### src/rtl/core/text_substring_search_core_defines.svh
// Assertion macros for the substring search core.
`ifndef TEXT_SUBSTRING_SEARCH_CORE_DEFINES_SVH
`define TEXT_SUBSTRING_SEARCH_CORE_DEFINES_SVH

`ifndef SYNTHESIS
// check gated off while reset is asserted
`define TSS_ASSERT_RUN(label, clk, rst_n, prop, msg) \
  label: assert property (@(posedge clk) disable iff (!rst_n) prop) \
    else $error(msg);
// check that must also hold through reset
`define TSS_ASSERT_ALL(label, clk, prop, msg) \
  label: assert property (@(posedge clk) prop) \
    else $error(msg);
`else
`define TSS_ASSERT_RUN(label, clk, rst_n, prop, msg)
`define TSS_ASSERT_ALL(label, clk, prop, msg)
`endif

`endif

### src/rtl/core/tss_pkg.sv
// Constants, types and helper functions for the substring search core.
package tss_pkg;

  localparam int PATTERN_MAX = 16;
  localparam int PAT_BYTES   = 16;
  localparam int WIN_IDX_W   = $clog2(PATTERN_MAX);
  localparam int TEXT_MAX    = 1048576;
  localparam int POS_W       = 20;
  localparam int CNT_W       = 21;
  localparam int PAT_LEN_W   = 5;
  localparam int ADDR_W      = 6;
  localparam int DATA_W      = 64;

  localparam logic [7:0] CASE_FOLD_LIMIT = 8'h80;
  localparam logic [7:0] ASCII_UPPER_A   = 8'h41;
  localparam logic [7:0] ASCII_UPPER_Z   = 8'h5A;
  localparam logic [7:0] ASCII_CASE_OFS  = 8'h20;

  typedef enum logic [2:0] {
    REG_PAT_LO    = 3'd0,
    REG_PAT_HI    = 3'd1,
    REG_PAT_LEN   = 3'd2,
    REG_CASE_SENS = 3'd3,
    REG_BACKWARD  = 3'd4,
    REG_WRAP      = 3'd5,
    REG_SEL_START = 3'd6,
    REG_SEL_END   = 3'd7
  } cfg_reg_t;

  typedef struct packed {
    logic             valid;
    logic [POS_W-1:0] pos;
  } hit_t;

  typedef struct packed {
    logic             hit;
    logic [POS_W-1:0] start;
    logic             start_ge_end;
    logic             end_le_end;
    logic             end_le_start;
    logic             past_end;
    logic             ovf;
    logic             last;
  } s1_word_t;

  function automatic logic [7:0] fold_byte(input logic [7:0] b, input logic case_sens);
    logic [7:0] r;
    r = b;
    if (!case_sens && b < CASE_FOLD_LIMIT && b >= ASCII_UPPER_A && b <= ASCII_UPPER_Z) begin
      r = b + ASCII_CASE_OFS;
    end
    return r;
  endfunction

  function automatic logic [7:0] pattern_byte(input logic [63:0] lo, input logic [63:0] hi,
                                              input logic [3:0] k);
    logic [63:0] w;
    w = k[3] ? hi : lo;
    return w[{k[2:0], 3'b000} +: 8];
  endfunction

endpackage

### src/rtl/core/text_substring_search_core.sv
// Top level of the streaming substring search core.
// Result path: the final text word passes through s0 and s1, then its result is registered at the output.
// Throughput: one text word per cycle; the input stalls only while a finished result
// waits at the output and the next final word is ready to overwrite it.
// Reset: synchronous active-low rst_n clears pipeline, stream state and registers
// (case_sensitive resets to 1, all others to 0).
`include "text_substring_search_core_defines.svh"

module text_substring_search_core (
  input  logic                        clk,
  input  logic                        rst_n,
  input  logic                        in_valid,
  output logic                        in_ready,
  input  logic [7:0]                  in_text_byte,
  input  logic                        in_last_byte,
  output logic                        out_valid,
  input  logic                        out_ready,
  output logic                        out_found,
  output logic [tss_pkg::POS_W-1:0]   out_match_start,
  output logic                        out_too_long,
  input  logic                        psel,
  input  logic                        penable,
  input  logic                        pwrite,
  input  logic [tss_pkg::ADDR_W-1:0]  paddr,
  input  logic [tss_pkg::DATA_W-1:0]  pwdata,
  output logic [tss_pkg::DATA_W-1:0]  prdata,
  output logic                        pready
);

  // configuration registers
  logic [63:0]                       pat_lo_r, pat_hi_r;
  logic [tss_pkg::PAT_LEN_W-1:0]     pat_len_r;
  logic                              case_sens_r, backward_r, wrap_r;
  logic [tss_pkg::CNT_W-1:0]         sel_start_r, sel_end_r;
  tss_pkg::cfg_reg_t                 reg_sel;
  logic                              cfg_wr;

  // pipeline
  logic                              adv;
  logic                              s0_valid_r;
  logic [7:0]                        s0_byte_r;
  logic                              s0_last_r;
  logic                              s1_valid_r;
  tss_pkg::s1_word_t                 s1_r, s1_nxt;

  // stream state
  logic [tss_pkg::PATTERN_MAX-1:0][7:0] window_r, window_nxt;
  logic [tss_pkg::CNT_W-1:0]         count_r, count_nxt, cnt_inc;
  logic                              ovf_seen_r;
  tss_pkg::hit_t                     fa_r, ffs_r, fbs_r, lbs_r, las_r, la_r;
  tss_pkg::hit_t                     fa_nxt, ffs_nxt, fbs_nxt, lbs_nxt, las_nxt, la_nxt;
  tss_pkg::hit_t                     pick;
  logic                              ovf_any;

  // output register
  logic                              out_valid_r;
  logic                              out_found_r;
  logic [tss_pkg::POS_W-1:0]         out_pos_r;
  logic                              out_too_long_r;

  assign pready  = 1'b1;
  assign reg_sel = tss_pkg::cfg_reg_t'(paddr[tss_pkg::ADDR_W-1:3]);
  assign cfg_wr  = psel && penable && pwrite;

  always_ff @(posedge clk) begin
    if (!rst_n) begin
      pat_lo_r    <= '0;
      pat_hi_r    <= '0;
      pat_len_r   <= '0;
      case_sens_r <= 1'b1;
      backward_r  <= 1'b0;
      wrap_r      <= 1'b0;
      sel_start_r <= '0;
      sel_end_r   <= '0;
    end else if (cfg_wr) begin
      unique case (reg_sel)
        tss_pkg::REG_PAT_LO:    pat_lo_r    <= pwdata;
        tss_pkg::REG_PAT_HI:    pat_hi_r    <= pwdata;
        tss_pkg::REG_PAT_LEN:   pat_len_r   <= pwdata[tss_pkg::PAT_LEN_W-1:0];
        tss_pkg::REG_CASE_SENS: case_sens_r <= pwdata[0];
        tss_pkg::REG_BACKWARD:  backward_r  <= pwdata[0];
        tss_pkg::REG_WRAP:      wrap_r      <= pwdata[0];
        tss_pkg::REG_SEL_START: sel_start_r <= pwdata[tss_pkg::CNT_W-1:0];
        tss_pkg::REG_SEL_END:   sel_end_r   <= pwdata[tss_pkg::CNT_W-1:0];
        default: ;
      endcase
    end
  end

  always_comb begin
    unique case (reg_sel)
      tss_pkg::REG_PAT_LO:    prdata = pat_lo_r;
      tss_pkg::REG_PAT_HI:    prdata = pat_hi_r;
      tss_pkg::REG_PAT_LEN:   prdata = {{(tss_pkg::DATA_W-tss_pkg::PAT_LEN_W){1'b0}}, pat_len_r};
      tss_pkg::REG_CASE_SENS: prdata = {{(tss_pkg::DATA_W-1){1'b0}}, case_sens_r};
      tss_pkg::REG_BACKWARD:  prdata = {{(tss_pkg::DATA_W-1){1'b0}}, backward_r};
      tss_pkg::REG_WRAP:      prdata = {{(tss_pkg::DATA_W-1){1'b0}}, wrap_r};
      tss_pkg::REG_SEL_START: prdata = {{(tss_pkg::DATA_W-tss_pkg::CNT_W){1'b0}}, sel_start_r};
      tss_pkg::REG_SEL_END:   prdata = {{(tss_pkg::DATA_W-tss_pkg::CNT_W){1'b0}}, sel_end_r};
      default:                prdata = '0;
    endcase
  end

  // whole pipe holds only when a final word would overwrite an unread result
  assign adv      = !(s1_valid_r && s1_r.last && out_valid_r && !out_ready);
  assign in_ready = adv;

  always_ff @(posedge clk) begin
    if (!rst_n) begin
      s0_valid_r <= 1'b0;
      s1_valid_r <= 1'b0;
    end else if (adv) begin
      s0_valid_r <= in_valid;
      s1_valid_r <= s0_valid_r;
    end
  end

  always_ff @(posedge clk) begin
    if (adv) begin
      s0_byte_r <= in_text_byte;
      s0_last_r <= in_last_byte;
      s1_r      <= s1_nxt;
    end
  end

  // stage 1: window shift and compare
  always_comb begin
    logic [tss_pkg::PATTERN_MAX-1:0][7:0] win_sh;
    logic [tss_pkg::CNT_W-1:0]            cnt_cur;
    logic [tss_pkg::CNT_W-1:0]            start_full;
    logic [tss_pkg::WIN_IDX_W-1:0]        wi;
    logic                                 len_ok;
    logic                                 eq_all;
    logic                                 ovf;

    ovf     = (count_r >= tss_pkg::CNT_W'(tss_pkg::TEXT_MAX));
    cnt_inc = count_r + tss_pkg::CNT_W'(1);
    win_sh  = {window_r[tss_pkg::PATTERN_MAX-2:0], s0_byte_r};
    cnt_cur = ovf ? count_r : cnt_inc;

    len_ok = (pat_len_r != '0) && (pat_len_r <= tss_pkg::PAT_LEN_W'(tss_pkg::PAT_BYTES)) &&
             (pat_len_r <= tss_pkg::PAT_LEN_W'(tss_pkg::PATTERN_MAX)) &&
             (cnt_inc >= {{(tss_pkg::CNT_W-tss_pkg::PAT_LEN_W){1'b0}}, pat_len_r});
    eq_all = 1'b1;
    for (int k = 0; k < tss_pkg::PATTERN_MAX; k++) begin
      wi = tss_pkg::WIN_IDX_W'(pat_len_r - tss_pkg::PAT_LEN_W'(1) - tss_pkg::PAT_LEN_W'(k));
      if (tss_pkg::PAT_LEN_W'(k) < pat_len_r) begin
        if (tss_pkg::fold_byte(win_sh[wi], case_sens_r) !=
            tss_pkg::fold_byte(tss_pkg::pattern_byte(pat_lo_r, pat_hi_r, 4'(k)), case_sens_r)) begin
          eq_all = 1'b0;
        end
      end
    end

    start_full = cnt_inc - {{(tss_pkg::CNT_W-tss_pkg::PAT_LEN_W){1'b0}}, pat_len_r};

    s1_nxt.hit          = !ovf && len_ok && eq_all;
    s1_nxt.start        = start_full[tss_pkg::POS_W-1:0];
    s1_nxt.start_ge_end = (start_full >= sel_end_r);
    s1_nxt.end_le_end   = (cnt_inc <= sel_end_r);
    s1_nxt.end_le_start = (cnt_inc <= sel_start_r);
    s1_nxt.past_end     = (sel_end_r >= cnt_cur);
    s1_nxt.ovf          = ovf;
    s1_nxt.last         = s0_last_r;

    window_nxt = window_r;
    count_nxt  = count_r;
    if (s0_last_r) begin
      window_nxt = '0;
      count_nxt  = '0;
    end else if (!ovf) begin
      window_nxt = win_sh;
      count_nxt  = cnt_inc;
    end
  end

  always_ff @(posedge clk) begin
    if (!rst_n) begin
      window_r <= '0;
      count_r  <= '0;
    end else if (adv && s0_valid_r) begin
      window_r <= window_nxt;
      count_r  <= count_nxt;
    end
  end

  // stage 2: match trackers and final selection
  always_comb begin
    tss_pkg::hit_t h;
    h.valid = 1'b1;
    h.pos   = s1_r.start;

    fa_nxt  = fa_r;
    ffs_nxt = ffs_r;
    fbs_nxt = fbs_r;
    lbs_nxt = lbs_r;
    las_nxt = las_r;
    la_nxt  = la_r;
    if (s1_r.hit) begin
      if (!fa_r.valid) fa_nxt = h;
      la_nxt = h;
      if (s1_r.start_ge_end) begin
        if (!ffs_r.valid) ffs_nxt = h;
        las_nxt = h;
      end
      if (s1_r.end_le_end && !fbs_r.valid) fbs_nxt = h;
      if (s1_r.end_le_start) lbs_nxt = h;
    end

    pick = '0;
    if (!backward_r) begin
      if (wrap_r && s1_r.past_end) pick = fa_nxt;
      else if (ffs_nxt.valid)      pick = ffs_nxt;
      else if (wrap_r)             pick = fbs_nxt;
    end else begin
      if (wrap_r && sel_start_r == '0) pick = la_nxt;
      else if (lbs_nxt.valid)          pick = lbs_nxt;
      else if (wrap_r)                 pick = las_nxt;
    end
    ovf_any = ovf_seen_r || s1_r.ovf;
    if (ovf_any || !pick.valid) pick = '0;
  end

  always_ff @(posedge clk) begin
    if (!rst_n) begin
      fa_r       <= '0;
      ffs_r      <= '0;
      fbs_r      <= '0;
      lbs_r      <= '0;
      las_r      <= '0;
      la_r       <= '0;
      ovf_seen_r <= 1'b0;
    end else if (adv && s1_valid_r) begin
      if (s1_r.last) begin
        fa_r       <= '0;
        ffs_r      <= '0;
        fbs_r      <= '0;
        lbs_r      <= '0;
        las_r      <= '0;
        la_r       <= '0;
        ovf_seen_r <= 1'b0;
      end else begin
        fa_r       <= fa_nxt;
        ffs_r      <= ffs_nxt;
        fbs_r      <= fbs_nxt;
        lbs_r      <= lbs_nxt;
        las_r      <= las_nxt;
        la_r       <= la_nxt;
        ovf_seen_r <= ovf_any;
      end
    end
  end

  always_ff @(posedge clk) begin
    if (!rst_n) begin
      out_valid_r <= 1'b0;
    end else if (adv && s1_valid_r && s1_r.last) begin
      out_valid_r <= 1'b1;
    end else if (out_ready) begin
      out_valid_r <= 1'b0;
    end
  end

  always_ff @(posedge clk) begin
    if (adv && s1_valid_r && s1_r.last) begin
      out_found_r    <= pick.valid;
      out_pos_r      <= pick.pos;
      out_too_long_r <= ovf_any;
    end
  end

  assign out_valid       = out_valid_r;
  assign out_found       = out_found_r;
  assign out_match_start = out_pos_r;
  assign out_too_long    = out_too_long_r;

  `TSS_ASSERT_RUN(a_stall_on_full_out, clk, rst_n, (s1_valid_r && s1_r.last && out_valid_r && !out_ready) |-> !in_ready, "input taken while final word blocked")
  `TSS_ASSERT_RUN(a_result_follows_last, clk, rst_n, (adv && s1_valid_r && s1_r.last) |=> out_valid_r, "final word gave no result")
  `TSS_ASSERT_RUN(a_count_in_range, clk, rst_n, count_r <= tss_pkg::CNT_W'(tss_pkg::TEXT_MAX), "byte count beyond text range")
  `TSS_ASSERT_RUN(a_overflow_not_found, clk, rst_n, (out_valid_r && out_too_long_r) |-> (!out_found_r && out_pos_r == '0), "match reported on overlong text")

endmodule
### config.mk
export PLATFORM = sky130hd
export DESIGN_NAME = text_substring_search_core
export DESIGN_NICKNAME = d
export VERILOG_FILES = /design/src/rtl/core/tss_pkg.sv /design/src/rtl/core/text_substring_search_core.sv
export VERILOG_INCLUDE_DIRS = /design/src /design/src/rtl/core
export SDC_FILE = /design/constraint.sdc
export NUM_CORES = 2
export LEC_CHECK = 0
export ABC_AREA = 1
export ABC_CLOCK_PERIOD_IN_PS = 4200
export BUFFER_PORTS_ARGS = -buffer_cell sky130_fd_sc_hd__buf_4
export CAP_MARGIN = 40
export CORE_MARGIN = 2
export CORE_UTILIZATION = 40
export CTS_BUF_LIST = sky130_fd_sc_hd__clkbuf_4
export DETAILED_ROUTE_END_ITERATION = 7
export PLACE_DENSITY = 0.67
export SETUP_SLACK_MARGIN = 0.2
export SLEW_MARGIN = 30
export SYNTH_ARGS = -nofsm -noshare
export SYNTH_HDL_FRONTEND = slang
export SYNTH_SLANG_ARGS = --single-unit
### constraint.sdc
create_clock -name clk -period 4.2 [get_ports clk]
set_input_delay 0.84 -clock clk [delete_from_list [all_inputs] [get_ports clk]]
set_output_delay 0.84 -clock clk [all_outputs]
set_load 0.01 [all_outputs]
==> results.txt <==
----------------------------------------------------
[Drt]
  Via total after detailed routing ... about 43000
  Avg WL per Cell ... 17.7 um
  Detail Route Antenna Nets ... 0
  First-pass iteration count of the detailed router ... 6
  Iter 0 DRT Violations ... 4521
  Routed wire length ... 138 mm
  Via density ... 5.45
  Drc violations ... 0

[Global route]
  Maximum number of pins on one net before global-route repair ... 179
  Total global-route track usage ... 27.2%
  Antenna violations before repair ... 3
  Number of global-route vias before repair ... 37529
  Wire length of the first global-routing pass ... 211 mm
  Grt ovf ... 0

[Worst setup path]
  Largest stage delay on the critical path ... 0.38 ns
  CP Buf/Inv Count ... 5
  Cells traversed along the worst timing path ... inv_4 > nor3_4 > or2_4 > nand2_4 > inv_4 > ha_4 > a21oi_2 > o21ai_2 > a211oi_2 > nand2_1 > nor3_2 > buf_4 > nand2_2 > nor2_4 > nand3_1 > xor2_1 > ha_1 > nand4_1 > inv_2 > buf_4 > nand2_2 > o41ai_4
  Family with the most delay on the worst path ... simple AND/OR/NAND/NOR gates
  Capture instance of the worst register-to-register path ... s1_r[5]
  WS Path Type ... flip-flop to flip-flop
  Crit path max-delay cell type ... dfxtp_4
  Critical path startpoint category ... flip-flop
  Critical Path Sink Type ... flip-flop
  Reg2reg path depth ... 22
  Worst reg-to-reg setup slack ... between 0.2 and 0.3 ns
  Critical path fanouts, max ... 4
  Critical path data arrival time ... 4.76 ns
  Reg-to-Reg Start ... count_r[1]
  Data required time at the worst endpoint ... 5.05 ns

[CTS]
  TritonCTS buffer count ... 151
  Clock sink total ... 507
  CTS HTree Levels ... 4
  Clock latency of the later-clocked register in the worst-skew pair ... 1.07 ns
  Clock buffer depth ... 3
  Clock root buffer master ... clkbuf_4
  Clock tree from TritonCTS ... built
  Clock-pin slew on the worst setup and hold paths ... approximately 0.070 ns

[STA]
  Slew at the pin closest to its max-slew limit ... approximately 0.8 ns
  Fin worst setup slack ... 0.294 ns
  Worst Skew ... 0.0743 ns
  Tcrit/Tclk final ... 93.0%
  Headroom to the max-slew limit ... 44.8%
  Setup repair after global routing missed its margin ... true
  Period minus WS final ... 3.91 ns
  Max Clk Rate ... 256 MHz
  WHS ... 0.0936 ns
  Final setup violation count ... 0
  Count of final hold-check violations ... 0
  Max-slew violation count ... 0

[Synth]
  Post-synthesis net count ... about 6400
  Most used flip-flop cell after synthesis ... dfxtp_1
  Avg Inst Size Synth ... 6.14 um^2
  Most instantiated library cell after synthesis ... nand2_1
  Seq/Total Area, Yosys ... 28.5%
  Synthesis-stage register bit count ... 507
  EDFF count, synth ... 58
  Gate count after technology mapping ... 6134
  Synth warn ... 0
  Cell taking the most area after synthesis ... dfxtp_1
  Unique cell type count in the Yosys netlist ... 66
  Most used standard cells in the synthesized netlist ... nand2_1, nand3_1, a21oi_1
  Post-synth top area share ... 23.9%
  Largest cells by area after synthesis ... dfxtp_1, nand2_1, nand3_1
  Syn Std Cell Area ... 37600 um^2
  Fraction of registers with async set or reset after synthesis ... 0%

[Placed design]
  PortBufs ... between 150 and 200
  Worst slack, placed ... -0.113 ns
  GP Congestion ... about 0.94
  Final HPWL from detailed placement ... between 90 and 100 mm

[Worst hold path]
  WHS Path Cells ... 3
  Hold/Removal Path Class ... input pin to flip-flop
  Launch point of the worst hold path ... pwdata[37]
  End of the worst hold path ... pat_lo_r[37]

[Power and ir drop]
  Leakage dissipation ... 0.0196 uW
  Reg power frac ... approximately two fifths
  Clock share of power ... 40.9%
  P_int ... 8370 uW
  Comb pwr share ... 18.7%
  Cell area power density ... 279 nW/um^2
  Switching power ... between 4000 and 5000 uW
  Sw frac ... ~33%
  Largest voltage drop on the vdd net ... ~0.20 mV

[Floorplan]
  Horizontal extent of the die ... 311 um
  Y dimension of the die ... around 310 um
  Ports ... 175
  Die Footprint ... between 90000 and 100000 um^2
  Area inside the core boundary ... 93300 um^2
  Initial core utilization ... 40.3%
  Site Rows ... 112

[Flow run]
  Max-capacitance violation count ... 0

[Layout]
  Area growth from synthesis to layout ... 18.2%
  Total number of nets in the final design ... 6679
  Layout cell share with drive strength beyond 1 ... about 14%

[Outcome]
  Result of the run ... complete, no violations

----------------------------------------------------
worst max-delay path by stage:
stage	startpoint	slack, ns	endpoint	cells past startpoint
after floorplan	count_r[0]	0.47	s1_r[5]	20
after global placement	count_r[0]	-0.01	s1_r[5]	22
after detailed placement	count_r[0]	-0.11	s1_r[5]	20
after CTS	count_r[1]	0.18	s1_r[5]	22
after global routing	count_r[1]	0.06	s1_r[5]	23
final	count_r[1]	0.29	s1_r[5]	22
power by group through the flow:
stage          combinational (uW)  sequential (uW)  clock, uW
2_1_floorplan                1330             5100          0
3_3_place_gp                 2110             5130          0
3_5_place_dp                 2140             5130          0
4_1_cts                      2200             5020       5180
5_1_grt                      2530             5030       5430
6_report                     2320             5020       5080
tightest hold or removal path, stage by stage:
cell and delay [ns]:
buf_4 0.08, o21ai_0 0.07, a21oi_1 0.11
kinds of logic after synthesis:
kind of cell	after synthesis	synth area share (%)
simple gates	3244	35.8
compound gates	1229	17.9
buf+inv	877	9.60
flops	507	28.5
fa+ha+maj	158	5.27
xor+xnor	118	2.88
other cells	1	0.00996
layer usage:
metal,global-route usage (%),share of wire [%],vias to the layer above
met3,4.38,8.4,256
met5,0,0,-
met4,11.1,3.6,0
met2,41.9,44,1787
li1,-,-,20869
met1,37.7,44,19678
through the flow:
stage | area, um^2 | TNS (ns) | util (%) | total power [uW] | cells
floorplan | 37600 | 0 | - | 6430 | 6134
global placement | 41000 | -0.0134 | 44.0 | 7240 | 7463
detailed placement | 41100 | -0.113 | 44.0 | 7270 | 7467
CTS | 43600 | 0 | 46.8 | 12400 | 7782
global route | 44500 | 0 | 47.7 | 13000 | 7807
finish | 44500 | 0 | 47.7 | 12400 | 7808
timing repair:
action | CTS | global route
pin swaps | 10 | 34
buffers inserted | 6 | 14
resized for setup | 26 | 141
hold endpoints to repair | 56 | 0
hold buffers | 41 | 0
setup endpoints to repair | 3 | 5
gates cloned | 0 | 4
area by class of cell:
type                            instances  area [um^2]
Fill cell                            9630        48800
Timing Repair Buffer                  490         4200
Sequential cell                       507        10700
Inverter                              533         2030
Clock inverter                         48          327
Antenna cell                            4         10.0
Clock buffer                          220         1650
Multi-Input combinational cell       4752        24000
Tap cell                             1254         1570
placed cells by master, fill, tap and decap left out, types with 31 or more instances in the layout:
cell type      Yosys  layout
nor3_1            36      31
o22ai_1           76      76
inv_1            517     507
dfxtp_1          449     446
nand3_1          573     566
buf_4             21     408
a21oi_1          537     532
clkbuf_4           0     220
o21ai_0          400     387
nand2_2           29      43
edfxtp_1          58      58
nor2_1           251     235
ha_1             157     151
nand4_1           69      69
dlygate4sd3_1      0      41
o211ai_1          79      79
xor2_1            98      88
o21ai_1           43      44
nand2_1         2212    2188
state kept, by name, indices dropped and copies added (netlist names), 5 cells and up:
register	cells
sel_end_r	21
out_match_start	20
sel_start_r	21
fbs_r	21
las_r	21
ffs_r	21
s0_byte_r	8
window_r	120
pat_len_r	5
fa_r	21
pat_lo_r	64
s1_r	27
la_r	21
count_r	21
lbs_r	21
pat_hi_r	64
Note: power is estimated with default switching activity, not from simulation.
